`config.mk`:
```
export PLATFORM = sky130hd
export DESIGN_NAME = ray_to_border_projection_core_flat
export DESIGN_NICKNAME = d
export VERILOG_FILES = /design/src/hw/rtl/rbp_pkg.sv /design/src/hw/rtl/rbp_if.sv /design/src/hw/rtl/ray_to_border_projection_core.sv /design/src/flat_wrapper.sv
export SDC_FILE = /design/constraint.sdc
export NUM_CORES = 2
export LEC_CHECK = 0
export ABC_AREA = 1
export BUFFER_PORTS_ARGS = -buffer_cell sky130_fd_sc_hd__buf_2
export CAP_MARGIN = 20
export CORE_ASPECT_RATIO = 1.25
export CORE_MARGIN = 2
export CORE_UTILIZATION = 65
export CTS_BUF_LIST = sky130_fd_sc_hd__clkbuf_8
export DETAILED_ROUTE_END_ITERATION = 10
export GPL_TIMING_DRIVEN = 0
export HOLD_SLACK_MARGIN = 0.15
export PLACE_DENSITY = 0.82
export RECOVER_POWER = 100
export SYNTH_ARGS = -nofsm -noshare
export SYNTH_HDL_FRONTEND = slang
export SYNTH_SLANG_ARGS = --single-unit
```
`constraint.sdc`:
```
create_clock -name i_clk -period 48.7 [get_ports i_clk]
set_input_delay 9.74 -clock i_clk [delete_from_list [all_inputs] [get_ports i_clk]]
set_output_delay 9.74 -clock i_clk [all_outputs]
set_load 0.01 [all_outputs]
```
`src/hw/rtl/rbp_pkg.sv`:
```
// Shared types, constants and the divider step for the ray-to-border projection core.
`timescale 1ns / 1ps
package rbp_pkg;

    localparam int CW = 10;            // coordinate width
    localparam int EW = 4;             // edge code width
    localparam int RW = 2 * CW;        // divider remainder width
    localparam int BPS = 2;            // quotient bits per divider stage
    localparam int DIV_STAGES = CW / BPS;

    typedef enum logic [EW-1:0] {
        EDGE_NONE         = 4'd0,
        EDGE_TOP_LEFT     = 4'd1,
        EDGE_LEFT_TOP     = 4'd2,
        EDGE_LEFT_BOTTOM  = 4'd3,
        EDGE_BOTTOM_LEFT  = 4'd4,
        EDGE_BOTTOM_RIGHT = 4'd5,
        EDGE_RIGHT_BOTTOM = 4'd6,
        EDGE_RIGHT_TOP    = 4'd7,
        EDGE_TOP_RIGHT    = 4'd8
    } t_edge;

    typedef enum logic [3:0] {
        DIR_SAME,
        DIR_COL_DN,
        DIR_COL_UP,
        DIR_ROW_R,
        DIR_ROW_L,
        DIR_UL,
        DIR_DL,
        DIR_DR,
        DIR_UR
    } t_dir;

    typedef struct packed {
        logic          div_on;   // one coordinate comes from the divider
        logic          to_x;     // divider result goes to the column
        logic          raise;    // a zero quotient reads as one
        t_edge         code;
        logic [CW-1:0] bx;
        logic [CW-1:0] by;
        logic [CW-1:0] den;
        logic          neg;
        logic          ovf;
        logic [RW-1:0] rem;
        logic [CW-1:0] q;
    } t_work;

    // One restoring step: try den << b against the partial remainder.
    function automatic t_work div_step(input t_work w, input int b);
        logic [RW:0] sh;
        logic [RW:0] diff;
        t_work       r;
        r    = w;
        sh   = (RW+1)'(w.den) << b;
        diff = {1'b0, w.rem} - sh;
        if (!diff[RW]) begin
            r.rem = diff[RW-1:0];
            r.q   = w.q | (CW'(1) << b);
        end
        return r;
    endfunction

endpackage

```
`src/hw/rtl/rbp_if.sv`:
```
// Valid/ready channel interfaces for viewer/target beats and border beats.
`timescale 1ns / 1ps
interface rbp_in_if import rbp_pkg::*; ();
    logic          valid;
    logic          ready;
    logic [CW-1:0] viewer_x;
    logic [CW-1:0] viewer_y;
    logic [CW-1:0] target_x;
    logic [CW-1:0] target_y;

    modport source (output valid, viewer_x, viewer_y, target_x, target_y, input ready);
    modport sink   (input valid, viewer_x, viewer_y, target_x, target_y, output ready);
endinterface

interface rbp_out_if import rbp_pkg::*; ();
    logic          valid;
    logic          ready;
    logic [CW-1:0] border_x;
    logic [CW-1:0] border_y;
    logic [EW-1:0] edge_code;

    modport source (output valid, border_x, border_y, edge_code, input ready);
    modport sink   (input valid, border_x, border_y, edge_code, output ready);
endinterface

```
`src/hw/rtl/ray_to_border_projection_core.sv`:
```
// Top level of the ray-to-border projection core.
`timescale 1ns / 1ps
// Casts a ray from the viewer through the target on a FIELD_SIZE square field and
// returns the border point where it leaves the field plus an edge-and-side code.
// Each beat passes through 4 + DIV_STAGES + 1 register stages: products, numerator
// sums, range test and edge select, divider setup, five restoring divider stages at
// two quotient bits each, and the output register. The divider sets the depth;
// throughput is one beat per cycle as long as the sink takes beats. Stages with no
// beat are filled while later stages stall.
module ray_to_border_projection_core import rbp_pkg::*; #(
    parameter int FIELD_SIZE = 800
) (
    input  logic      i_clk,
    input  logic      i_rst_n,
    rbp_in_if.sink    i_in,
    rbp_out_if.source o_out
);

    localparam int FW = $clog2(FIELD_SIZE + 1);
    localparam int SW = ((FW > CW) ? FW : CW) + 2;
    localparam int NW = FW + CW + 4;
    localparam int NS = 5 + DIV_STAGES;
    localparam int FM1_SAT = (FIELD_SIZE - 1 > 1023) ? 1023 : FIELD_SIZE - 1;
    localparam logic [CW-1:0] LP_FM1 = CW'(FM1_SAT);
    localparam logic [CW-1:0] LP_ONE = CW'(1);
    localparam logic signed [SW-1:0] LP_F = SW'(FIELD_SIZE);

    // Valid bit per stage and load enables; a stage loads when empty or draining.
    logic [NS-1:0] r_v;
    logic [NS-1:0] w_en;

    always_comb begin
        w_en[NS-1] = !r_v[NS-1] || o_out.ready;
        for (int k = NS - 2; k >= 0; k--) begin
            w_en[k] = !r_v[k] || w_en[k+1];
        end
    end

    assign i_in.ready = w_en[0];

    always_ff @(posedge i_clk) begin
        if (!i_rst_n) begin
            r_v <= '0;
        end else begin
            if (w_en[0]) begin
                r_v[0] <= i_in.valid;
            end
            for (int k = 1; k < NS; k++) begin
                if (w_en[k]) begin
                    r_v[k] <= r_v[k-1];
                end
            end
        end
    end

    // ---- Stage 1: direction class, distances and all products ----
    t_dir                   n1_dir;
    logic [CW-1:0]          n1_dx, n1_dy;
    logic signed [SW-1:0]   n1_fuy, n1_fux;

    always_comb begin
        n1_dx = (i_in.viewer_x > i_in.target_x) ? i_in.viewer_x - i_in.target_x
                                                : i_in.target_x - i_in.viewer_x;
        n1_dy = (i_in.viewer_y > i_in.target_y) ? i_in.viewer_y - i_in.target_y
                                                : i_in.target_y - i_in.viewer_y;
        n1_fuy = LP_F - $signed({{(SW-CW){1'b0}}, i_in.viewer_y});
        n1_fux = LP_F - $signed({{(SW-CW){1'b0}}, i_in.viewer_x});
        priority if (i_in.viewer_x == i_in.target_x) begin
            priority if (i_in.viewer_y < i_in.target_y) n1_dir = DIR_COL_DN;
            else if (i_in.viewer_y > i_in.target_y)     n1_dir = DIR_COL_UP;
            else                                        n1_dir = DIR_SAME;
        end else if (i_in.viewer_y == i_in.target_y) begin
            n1_dir = (i_in.viewer_x < i_in.target_x) ? DIR_ROW_R : DIR_ROW_L;
        end else if (i_in.viewer_y > i_in.target_y) begin
            n1_dir = (i_in.viewer_x > i_in.target_x) ? DIR_UL : DIR_UR;
        end else begin
            n1_dir = (i_in.viewer_x > i_in.target_x) ? DIR_DL : DIR_DR;
        end
    end

    t_dir                 r1_dir;
    logic [CW-1:0]        r1_ux, r1_uy, r1_dx, r1_dy;
    logic signed [NW-1:0] r1_pa, r1_pb, r1_pc, r1_pd, r1_fdx, r1_fdy;

    always_ff @(posedge i_clk) begin
        if (w_en[0]) begin
            r1_dir <= n1_dir;
            r1_ux  <= i_in.viewer_x;
            r1_uy  <= i_in.viewer_y;
            r1_dx  <= n1_dx;
            r1_dy  <= n1_dy;
            r1_pa  <= $signed(NW'(i_in.viewer_x) * NW'(n1_dy));
            r1_pb  <= $signed(NW'(i_in.viewer_y) * NW'(n1_dx));
            r1_pc  <= $signed({{(NW-CW){1'b0}}, n1_dx}) * NW'(n1_fuy);
            r1_pd  <= $signed({{(NW-CW){1'b0}}, n1_dy}) * NW'(n1_fux);
            r1_fdx <= $signed(NW'(FIELD_SIZE) * NW'(n1_dx));
            r1_fdy <= $signed(NW'(FIELD_SIZE) * NW'(n1_dy));
        end
    end

    // ---- Stage 2: candidate numerators for the first-tried and the fallback border edge ----
    logic signed [NW-1:0] n2_n1, n2_n2;

    always_comb begin
        unique case (r1_dir)
            DIR_UL: begin
                n2_n1 = r1_pa - r1_pb;
                n2_n2 = r1_pb - r1_pa;
            end
            DIR_DL: begin
                n2_n1 = r1_pb + r1_pa;
                n2_n2 = r1_pa - r1_pc;
            end
            DIR_DR: begin
                n2_n1 = r1_pa + r1_pc;
                n2_n2 = r1_pb + r1_pd;
            end
            DIR_UR: begin
                n2_n1 = r1_pb - r1_pd;
                n2_n2 = r1_pa + r1_pb;
            end
            default: begin
                n2_n1 = '0;
                n2_n2 = '0;
            end
        endcase
    end

    t_dir                 r2_dir;
    logic [CW-1:0]        r2_ux, r2_uy, r2_dx, r2_dy;
    logic signed [NW-1:0] r2_n1, r2_n2, r2_fdx, r2_fdy;

    always_ff @(posedge i_clk) begin
        if (w_en[1]) begin
            r2_dir <= r1_dir;
            r2_ux  <= r1_ux;
            r2_uy  <= r1_uy;
            r2_dx  <= r1_dx;
            r2_dy  <= r1_dy;
            r2_n1  <= n2_n1;
            r2_n2  <= n2_n2;
            r2_fdx <= r1_fdx;
            r2_fdy <= r1_fdy;
        end
    end

    // ---- Stage 3: exact range tests, pick the edge and the division ----
    t_work                n3_job;
    logic signed [NW-1:0] n3_num;
    logic signed [NW-1:0] n3_sdx, n3_sdy;
    logic                 n3_dl1, n3_dl2, n3_dy1, n3_dx1, n3_ul1, n3_ur2;

    always_comb begin
        n3_sdx = $signed({{(NW-CW){1'b0}}, r2_dx});
        n3_sdy = $signed({{(NW-CW){1'b0}}, r2_dy});
        n3_ul1 = (r2_n1 >= 0) && (r2_n1 < r2_fdy);
        n3_dl1 = (r2_n1 >= 0) && (r2_n1 < r2_fdx);
        n3_dl2 = (r2_n2 >= 0) && (r2_n2 < r2_fdy);
        n3_dy1 = (r2_n1 >= n3_sdy) && (r2_n1 < r2_fdy);
        n3_dx1 = (r2_n1 >= n3_sdx) && (r2_n1 < r2_fdx);
        n3_ur2 = (r2_n2 >= n3_sdy) && (r2_n2 < r2_fdy);

        n3_job        = '0;
        n3_job.code   = EDGE_NONE;
        n3_num        = r2_n1;
        unique case (r2_dir)
            DIR_COL_DN: begin
                n3_job.bx = r2_ux; n3_job.by = LP_FM1; n3_job.code = EDGE_BOTTOM_RIGHT;
            end
            DIR_COL_UP: begin
                n3_job.bx = r2_ux; n3_job.by = LP_ONE; n3_job.code = EDGE_TOP_LEFT;
            end
            DIR_ROW_R: begin
                n3_job.bx = LP_FM1; n3_job.by = r2_uy; n3_job.code = EDGE_RIGHT_TOP;
            end
            DIR_ROW_L: begin
                n3_job.bx = LP_ONE; n3_job.by = r2_uy; n3_job.code = EDGE_LEFT_BOTTOM;
            end
            DIR_UL: begin
                n3_job.div_on = 1'b1;
                if (n3_ul1) begin
                    n3_job.to_x = 1'b1; n3_job.raise = 1'b1; n3_job.den = r2_dy;
                    n3_job.by = LP_ONE; n3_job.code = EDGE_TOP_LEFT;
                end else begin
                    n3_num = r2_n2; n3_job.den = r2_dx;
                    n3_job.bx = LP_ONE; n3_job.code = EDGE_LEFT_TOP;
                end
            end
            DIR_DL: begin
                if (n3_dl1) begin
                    n3_job.div_on = 1'b1; n3_job.raise = 1'b1; n3_job.den = r2_dx;
                    n3_job.bx = LP_ONE; n3_job.code = EDGE_LEFT_BOTTOM;
                end else if (n3_dl2) begin
                    n3_num = r2_n2;
                    n3_job.div_on = 1'b1; n3_job.to_x = 1'b1; n3_job.raise = 1'b1;
                    n3_job.den = r2_dy; n3_job.by = LP_FM1; n3_job.code = EDGE_BOTTOM_LEFT;
                end
            end
            DIR_DR: begin
                n3_job.div_on = 1'b1;
                if (n3_dy1) begin
                    n3_job.to_x = 1'b1; n3_job.den = r2_dy;
                    n3_job.by = LP_FM1; n3_job.code = EDGE_BOTTOM_RIGHT;
                end else begin
                    n3_num = r2_n2; n3_job.den = r2_dx;
                    n3_job.bx = LP_FM1; n3_job.code = EDGE_RIGHT_BOTTOM;
                end
            end
            DIR_UR: begin
                if (n3_dx1) begin
                    n3_job.div_on = 1'b1; n3_job.den = r2_dx;
                    n3_job.bx = LP_FM1; n3_job.code = EDGE_RIGHT_TOP;
                end else if (n3_ur2) begin
                    n3_num = r2_n2;
                    n3_job.div_on = 1'b1; n3_job.to_x = 1'b1; n3_job.den = r2_dy;
                    n3_job.by = LP_ONE; n3_job.code = EDGE_TOP_RIGHT;
                end
            end
            default: begin
                n3_job.code = EDGE_NONE;
            end
        endcase
    end

    t_work                r3_job;
    logic signed [NW-1:0] r3_num;

    always_ff @(posedge i_clk) begin
        if (w_en[2]) begin
            r3_job <= n3_job;
            r3_num <= n3_num;
        end
    end

    // ---- Stage 4: divider setup; negative and too-large quotients saturate ----
    t_work n4_job;

    always_comb begin
        n4_job     = r3_job;
        n4_job.neg = r3_num < 0;
        n4_job.ovf = !n4_job.neg
                     && (r3_num >= ($signed({{(NW-CW){1'b0}}, r3_job.den}) <<< CW));
        n4_job.rem = (n4_job.neg || n4_job.ovf) ? '0 : r3_num[RW-1:0];
        n4_job.q   = '0;
    end

    t_work r_dw [0:DIV_STAGES];

    always_ff @(posedge i_clk) begin
        if (w_en[3]) begin
            r_dw[0] <= n4_job;
        end
    end

    // ---- Divider stages: two quotient bits each, most significant first ----
    for (genvar j = 0; j < DIV_STAGES; j++) begin : g_div
        t_work n_step;
        always_comb begin
            n_step = div_step(div_step(r_dw[j], CW - 1 - BPS * j), CW - 2 - BPS * j);
        end
        always_ff @(posedge i_clk) begin
            if (w_en[4+j]) begin
                r_dw[j+1] <= n_step;
            end
        end
    end

    // ---- Output register: clamp, raise zero, place the quotient ----
    t_work         w_fin;
    logic [CW-1:0] n_q;
    logic [CW-1:0] r_bx, r_by;
    t_edge         r_code;

    always_comb begin
        w_fin = r_dw[DIV_STAGES];
        priority if (w_fin.neg) n_q = '0;
        else if (w_fin.ovf)     n_q = '1;
        else                    n_q = w_fin.q;
        if (w_fin.raise && n_q == '0) begin
            n_q = LP_ONE;
        end
    end

    always_ff @(posedge i_clk) begin
        if (w_en[NS-1]) begin
            r_bx   <= (w_fin.div_on && w_fin.to_x)  ? n_q : w_fin.bx;
            r_by   <= (w_fin.div_on && !w_fin.to_x) ? n_q : w_fin.by;
            r_code <= w_fin.code;
        end
    end

    assign o_out.valid     = r_v[NS-1];
    assign o_out.border_x  = r_bx;
    assign o_out.border_y  = r_by;
    assign o_out.edge_code = r_code;

    // ---- Checks ----
    a_none_at_origin: assert property (@(posedge i_clk) disable iff (!i_rst_n)
        (r_v[NS-1] && r_code == EDGE_NONE) |-> (r_bx == '0 && r_by == '0))
        else $error("no-hit beat carries a nonzero border point");

    a_right_col: assert property (@(posedge i_clk) disable iff (!i_rst_n)
        (r_v[NS-1] && (r_code == EDGE_RIGHT_TOP || r_code == EDGE_RIGHT_BOTTOM))
        |-> (r_bx == LP_FM1))
        else $error("right-edge beat not on the right column");

    a_reset_empty: assert property (@(posedge i_clk)
        $past(!i_rst_n) |-> !o_out.valid)
        else $error("output valid right after reset");

endmodule

```
`src/flat_wrapper.sv`:
```
// flat-port wrapper written by rule: the top's interface ports become plain ports
module ray_to_border_projection_core_flat import rbp_pkg::*;
#(
    parameter int FIELD_SIZE = 800
)
  (i_clk, i_rst_n, i_in_valid, i_in_viewer_x, i_in_viewer_y, i_in_target_x, i_in_target_y, i_in_ready, o_out_valid, o_out_border_x, o_out_border_y, o_out_edge_code, o_out_ready);
  rbp_in_if i_in_i ();
  rbp_out_if o_out_i ();
  input  logic i_clk;
  input  logic i_rst_n;
  input wire logic [$bits(i_in_i.valid)-1:0] i_in_valid;
  input wire logic [$bits(i_in_i.viewer_x)-1:0] i_in_viewer_x;
  input wire logic [$bits(i_in_i.viewer_y)-1:0] i_in_viewer_y;
  input wire logic [$bits(i_in_i.target_x)-1:0] i_in_target_x;
  input wire logic [$bits(i_in_i.target_y)-1:0] i_in_target_y;
  output wire logic [$bits(i_in_i.ready)-1:0] i_in_ready;
  output wire logic [$bits(o_out_i.valid)-1:0] o_out_valid;
  output wire logic [$bits(o_out_i.border_x)-1:0] o_out_border_x;
  output wire logic [$bits(o_out_i.border_y)-1:0] o_out_border_y;
  output wire logic [$bits(o_out_i.edge_code)-1:0] o_out_edge_code;
  input wire logic [$bits(o_out_i.ready)-1:0] o_out_ready;
  assign i_in_i.valid = i_in_valid;
  assign i_in_i.viewer_x = i_in_viewer_x;
  assign i_in_i.viewer_y = i_in_viewer_y;
  assign i_in_i.target_x = i_in_target_x;
  assign i_in_i.target_y = i_in_target_y;
  assign i_in_ready = i_in_i.ready;
  assign o_out_valid = o_out_i.valid;
  assign o_out_border_x = o_out_i.border_x;
  assign o_out_border_y = o_out_i.border_y;
  assign o_out_edge_code = o_out_i.edge_code;
  assign o_out_i.ready = o_out_ready;
  ray_to_border_projection_core #(.FIELD_SIZE(FIELD_SIZE)) u_core (.i_clk(i_clk), .i_rst_n(i_rst_n), .i_in(i_in_i), .o_out(o_out_i));
endmodule
```
* After elaboration in Yosys (flattened, before gate mapping) *
Memories as Yosys holds them, arrays and structs flattened.
Cells that the tools add are included.

storage, ports and cells
  register bits after elaboration = 379
  latch bits = 0
  RAM bits = 414
  bits in read-only memories = 0
  output and inout port bits = 26
  logic and storage cells = 212
  memories = 1

cells by class
  add/subtract/negate cells = 23
  $mul = 6
  div/mod/pow operators = 0
  magnitude comparators = 14
  eq/ne operators = 14
  shifts and indexed selects = 0
  mux-type cells = 79
  bitwise gates (word level) = 0
  reduce and logical (&&, ||, !) cells = 34

memories
  memory       depth  width  rd ports  clocked after memory_dff  wr ports  RTL line                              RTL
  u_core.r_dw  6      69     6         0                         6         ray_to_border_projection_core.sv:247  t_work r_dw [0:DIV_STAGES];

operator list
  cell                      number
  $mux W30                  10
  $pmux W24 S4              3
  $mux W10                  16
  $pmux W20 S8              1
  $mux W24                  6
  $ge A24 B11 Y1            3
  $lt A24 B21 Y1            3
  $add A21 B24 Y24          2
  $ge A24 B1 Y1 const B     2
  $sub A21 B24 Y24          2
  $mul A11 B11 Y22          2
  $sub A20 B20 Y21          2
  $mul A10 B10 Y20          2
  $mux W20                  2
  $pmux W10 S4              1
  $sub A10 B10 Y10          4
  $pmux W4 S8               1
  $mul A5 B10 Y15 const A   2
  $eq A4 B3 Y1 const B      7
  $mux W4                   7
  $ge A24 B21 Y1            1
  $lt A24 B1 Y1 const B     1
  $sub A10 B10 Y11 const A  2
  $add A20 B20 Y21          1
  other kinds (28)          87

* Longest topological paths before layout *
  word-level depth = 11
  depth in mapped cells = 40

* Worst setup path after synthesis *
OpenSTA, ideal clock, no wires.

  kind = input to output
  start point = input o_out_ready
  end point = output i_in_ready
  arrival = 19.106 ns
  data required time = 38.960 ns
  path slack = 19.854 ns
  cell stages on the path = 12
  buffers on the path = 0
  path through = nor2_1 -> inv_1 -> nor2_1 -> inv_1 -> nor2_2 -> nand2_1 -> nor2_2 -> nand2_1 -> nor2_2 -> nand2_1 -> nor2_2 -> nand2_1

between the ends
  cells in the longest elaborated chain, start to end = 10

ends and longest elaborated chain
  item                              RTL line                             RTL
  from (decl)                       flat_wrapper.sv:21                   input wire logic [$bits(o_out_i.ready)-1:0] o_out_ready;
  $logic_or A1 B1 Y1                ray_to_border_projection_core.sv:33  w_en[NS-1] = !r_v[NS-1] || o_out.ready;
  via u_core.w_en[9]                ray_to_border_projection_core.sv:30  logic [NS-1:0] w_en;
  $logic_or A1 B1 Y1                ray_to_border_projection_core.sv:35  w_en[k] = !r_v[k] || w_en[k+1];
  via u_core.w_en[8]                ray_to_border_projection_core.sv:30
  $logic_or A1 B1 Y1 (2 in series)  ray_to_border_projection_core.sv:35
  via u_core.w_en[6]                ray_to_border_projection_core.sv:30
  $logic_or A1 B1 Y1 (2 in series)  ray_to_border_projection_core.sv:35
  via u_core.w_en[4]                ray_to_border_projection_core.sv:30
  $logic_or A1 B1 Y1 (2 in series)  ray_to_border_projection_core.sv:35
  via u_core.w_en[2]                ray_to_border_projection_core.sv:30
  $logic_or A1 B1 Y1 (2 in series)  ray_to_border_projection_core.sv:35
  to (decl)                         flat_wrapper.sv:16                   output wire logic [$bits(i_in_i.ready)-1:0] i_in_ready;

The timed path passes the listed nets, and every way through them passes these cells.

* Worst setup path in the final report *
Ends and elaborated chain as after synthesis.

==> results.tsv <==
stage	metric	value	unit
run_status	status	finished, violations left	
run_status	failing checks	max-capacitance violations, max-slew violations	
critical_path	Data required, critical path	38960	ps
global_routing	largest net degree at the start of global routing	82	
placement	RD Place Congestion	1.06	
cts	Setup Buffers After CTS	0	
synth	Synth Instances	6849	
synth	largest area contributor in the netlist	edfxtp_1	
timing	Peak Freq	0.0369	GHz
synth	synthesized area	59600	µm²
floorplanning	Rows	124	
synth	Post-Synth XOR/XNOR Area	0.0315	
drt	Routed WL per cell	23.5	µm
synth	simple logic cell fraction of the synthesized area	0.191	
min_path	Hold Crit Class	register to register	
floorplanning	initial core utilization	0.653	
global_routing	first-pass GRT wire length	290000	µm
synth	Synthesis Warnings	0	
final_layout	share of layout cells above drive strength 1	0.0485	
cts	clock sink count	715	
critical_path	CP Data Arrival Time	17350	ps
drt	Final ANT Viol Nets	0	
synth	ys flop type	edfxtp_1	
drt	drt total wl	195000	µm
timing	unrepaired setup endpoints after global routing	no	
final_layout	commonest non-fill, non-tap cell in the layout	nand2_1	
synth	total nets after synthesis	7867	
run	max cap viols	12	
synth	sequential fraction of the synthesis area	0.359	
floorplanning	Die W	275	µm
timing	Final Hold Vio Count	0	
cts	CTS Buf Count	102	
synth	Post-synth ARST share	0	
floorplanning	I/O Pins	70	
global_routing	vias in the first global route	50000	
synth	compound-gate portion of the synthesized area	0.0921	
cts	H-tree Lvls	3	
critical_path	worst-path maximum fanout	67	
timing	slew margin rel.	-1.78	
cts	hold_buf cts	0	
critical_path	critical path's top delay family	simple AND/OR/NAND/NOR gates	
timing	Worst Skew	61.6	ps
synth	EDFF count, synth	705	
cts	post-cts resize count	0	
final_layout	most frequent cells in the layout	1,359 x nand2_1, 1,121 x inv_1, 705 x edfxtp_1, 676 x ha_1, 675 x nor2_1	
cts	Clock transition at path regs	70	ps
placement	dpl hpwl	156000	µm
critical_path	worst setup path class	input port to output port	
floorplanning	core area	91200	µm²
critical_path	Setup crit start kind	input port	
critical_path	CP peak stage delay	1720	ps
timing	period utilization	0.556	
synth	Yosys top cell area share	0.355	
synth	Unique masters post-synth	66	
placement	dpl ws	24560	ps
final_layout	Final nets	8056	
synth	largest family of logic cells by synthesized area	adder cells	
critical_path	Slowest cell on crit path	nand2_1	
synth	Avg Cell Area, Syn	8.70	µm²
floorplanning	die area	94100	µm²
cts	CTS max path bufs	3	
global_routing	overflow left after global routing	0	
timing	Setup-failing EPs final	0	
drt	vias per cell	6.00	
cts	Root Driver	clkbuf_8	
floorplanning	Die H	343	µm
timing	Worst Max-Slew Pin Slew	4160	ps
timing	pins over their slew limit	575	
cts	CTS tree	done	
drt	drt pass-1 iters	8	
timing	hold slack	382	ps
critical_path	CP cell instances	buf_2 > nor2_1 > inv_1 > nor2_1 > inv_1 > nor2_1 > nand2_1 > nor2_1 > nand2_1 > nor2_1 > nand2_1 > nor2_1 > nand2_1 > clkbuf_1	
synth	Adder-Cell Fraction of Synth Area	0.242	
final_layout	Area Overhead vs Synth	6.33	%
timing	post-layout minimum cycle time	27090	ps
synth	#FFs+latches synth	715	
drt	Starting DRT DRC Count	4530	
placement	number of port buffers	69	
drt	routed vias	49900	
global_routing	global-route usage over all layers	0.417	
timing	setup TNS	0	ps
synth	mux contribution to synthesized area	0.000189	
critical_path	most used cell, CP	nor2_1	
timing	fin worst setup slack	21610	ps
global_routing	antenna violations before repair	10	
synth	synth top area cells	edfxtp_1 36%, ha_1 14%, fa_1 10%	
critical_path	Worst setup EP type	output port	
drt	Remaining DRCs	0	
critical_path	Buf+Inv Stages, Crit Path	4	
cts	clock latency on the worst-skew pair	790	ps
[per-stage QoR]
step / cells / util / cell area, µm²
5_1_grt: 8317 / 0.694 / 63400
6_report: 8319 / 0.695 / 63400
3_3_place_gp: 8115 / 0.673 / 61400
3_5_place_dp: 8125 / 0.676 / 61700
4_1_cts: 8310 / 0.700 / 63900
2_1_floorplan: 6849 / - / 59600
[registers in the layout (all words and copies together), names as in the netlist, 12 cells and up]
signal         flops
u_core.r1_pb      19
u_core.r1_fdy     12
u_core.r2_fdx     12
u_core.r1_fdx     12
u_core.r2_fdy     12
u_core.r1_pc      22
u_core.r1_pa      19
u_core.r_dw      354
u_core.r2_n1      24
u_core.r3_num     24
u_core.r2_n2      24
u_core.n4_job     37
u_core.r1_pd      22
[Yosys cell counts, types with 8 or more instances]
cell / number
o211ai_1: 9
nor2_1: 669
o21ai_2: 18
nor4_1: 10
nand2_1: 1341
or2_2: 35
o21ai_0: 319
a21o_1: 27
a21boi_0: 20
buf_4: 14
o21bai_1: 17
a211oi_1: 8
nand3_2: 12
dfxtp_1: 10
inv_1: 1088
o2111ai_1: 16
nor2_2: 10
a21oi_1: 464
nand2_2: 38
xor2_1: 131
nor3_1: 67
clkinv_1: 17
edfxtp_1: 705
inv_2: 33
xnor2_1: 83
o21a_1: 12
nand3_1: 359
a31oi_1: 25
buf_2: 31
nand4_1: 97
buf_6: 15
o21ai_1: 19
clkbuf_1: 66
nand3b_1: 9
ha_1: 676
o31ai_1: 13
fa_1: 298
[final timing paths]
check                        to  cells past startpoint          startpoint  slack [ps]
max                  i_in_ready                     14         o_out_ready       21610
min          u_core.r_dw[1][11]                      0  u_core.r_dw[0][11]         380
max reg2reg   u_core.r2_fdy[17]                     14       u_core.r_v[9]       37550
min reg2reg  u_core.r_dw[1][11]                      0  u_core.r_dw[0][11]         380
[area by class of cell]
type	instances	area, µm²
fillers	7088	27900
diodes	3	7.51
well taps	1197	1500
clock buffers	104	1430
repair buffers	85	404
clock inverters	81	776
flip-flops and latches	715	21400
multi-input cells	4857	33000
plain buffers	134	619
inverters	1143	4300
[layer usage]
| metal | GRT usage | share of wire | vias up |
|---|---|---|---|
| li1 | - | - | 23000 |
| met1 | 0.430 | 0.33 | 23500 |
| met2 | 0.704 | 0.48 | 2537 |
| met3 | 0.0833 | 0.076 | 896 |
| met4 | 0.400 | 0.12 | 10 |
| met5 | 0 | 0.00032 | - |
[kinds of logic after synthesis]
family          after synthesis
compound gates              988
xor+xnor                    214
fa+ha+maj                   974
buf+inv                    1277
flops                       715
mux                           1
simple gates               2680
Power is left out: the tool's default activity adds up to more than one toggle a clock period on the data nets, which glitch-free logic cannot reach.
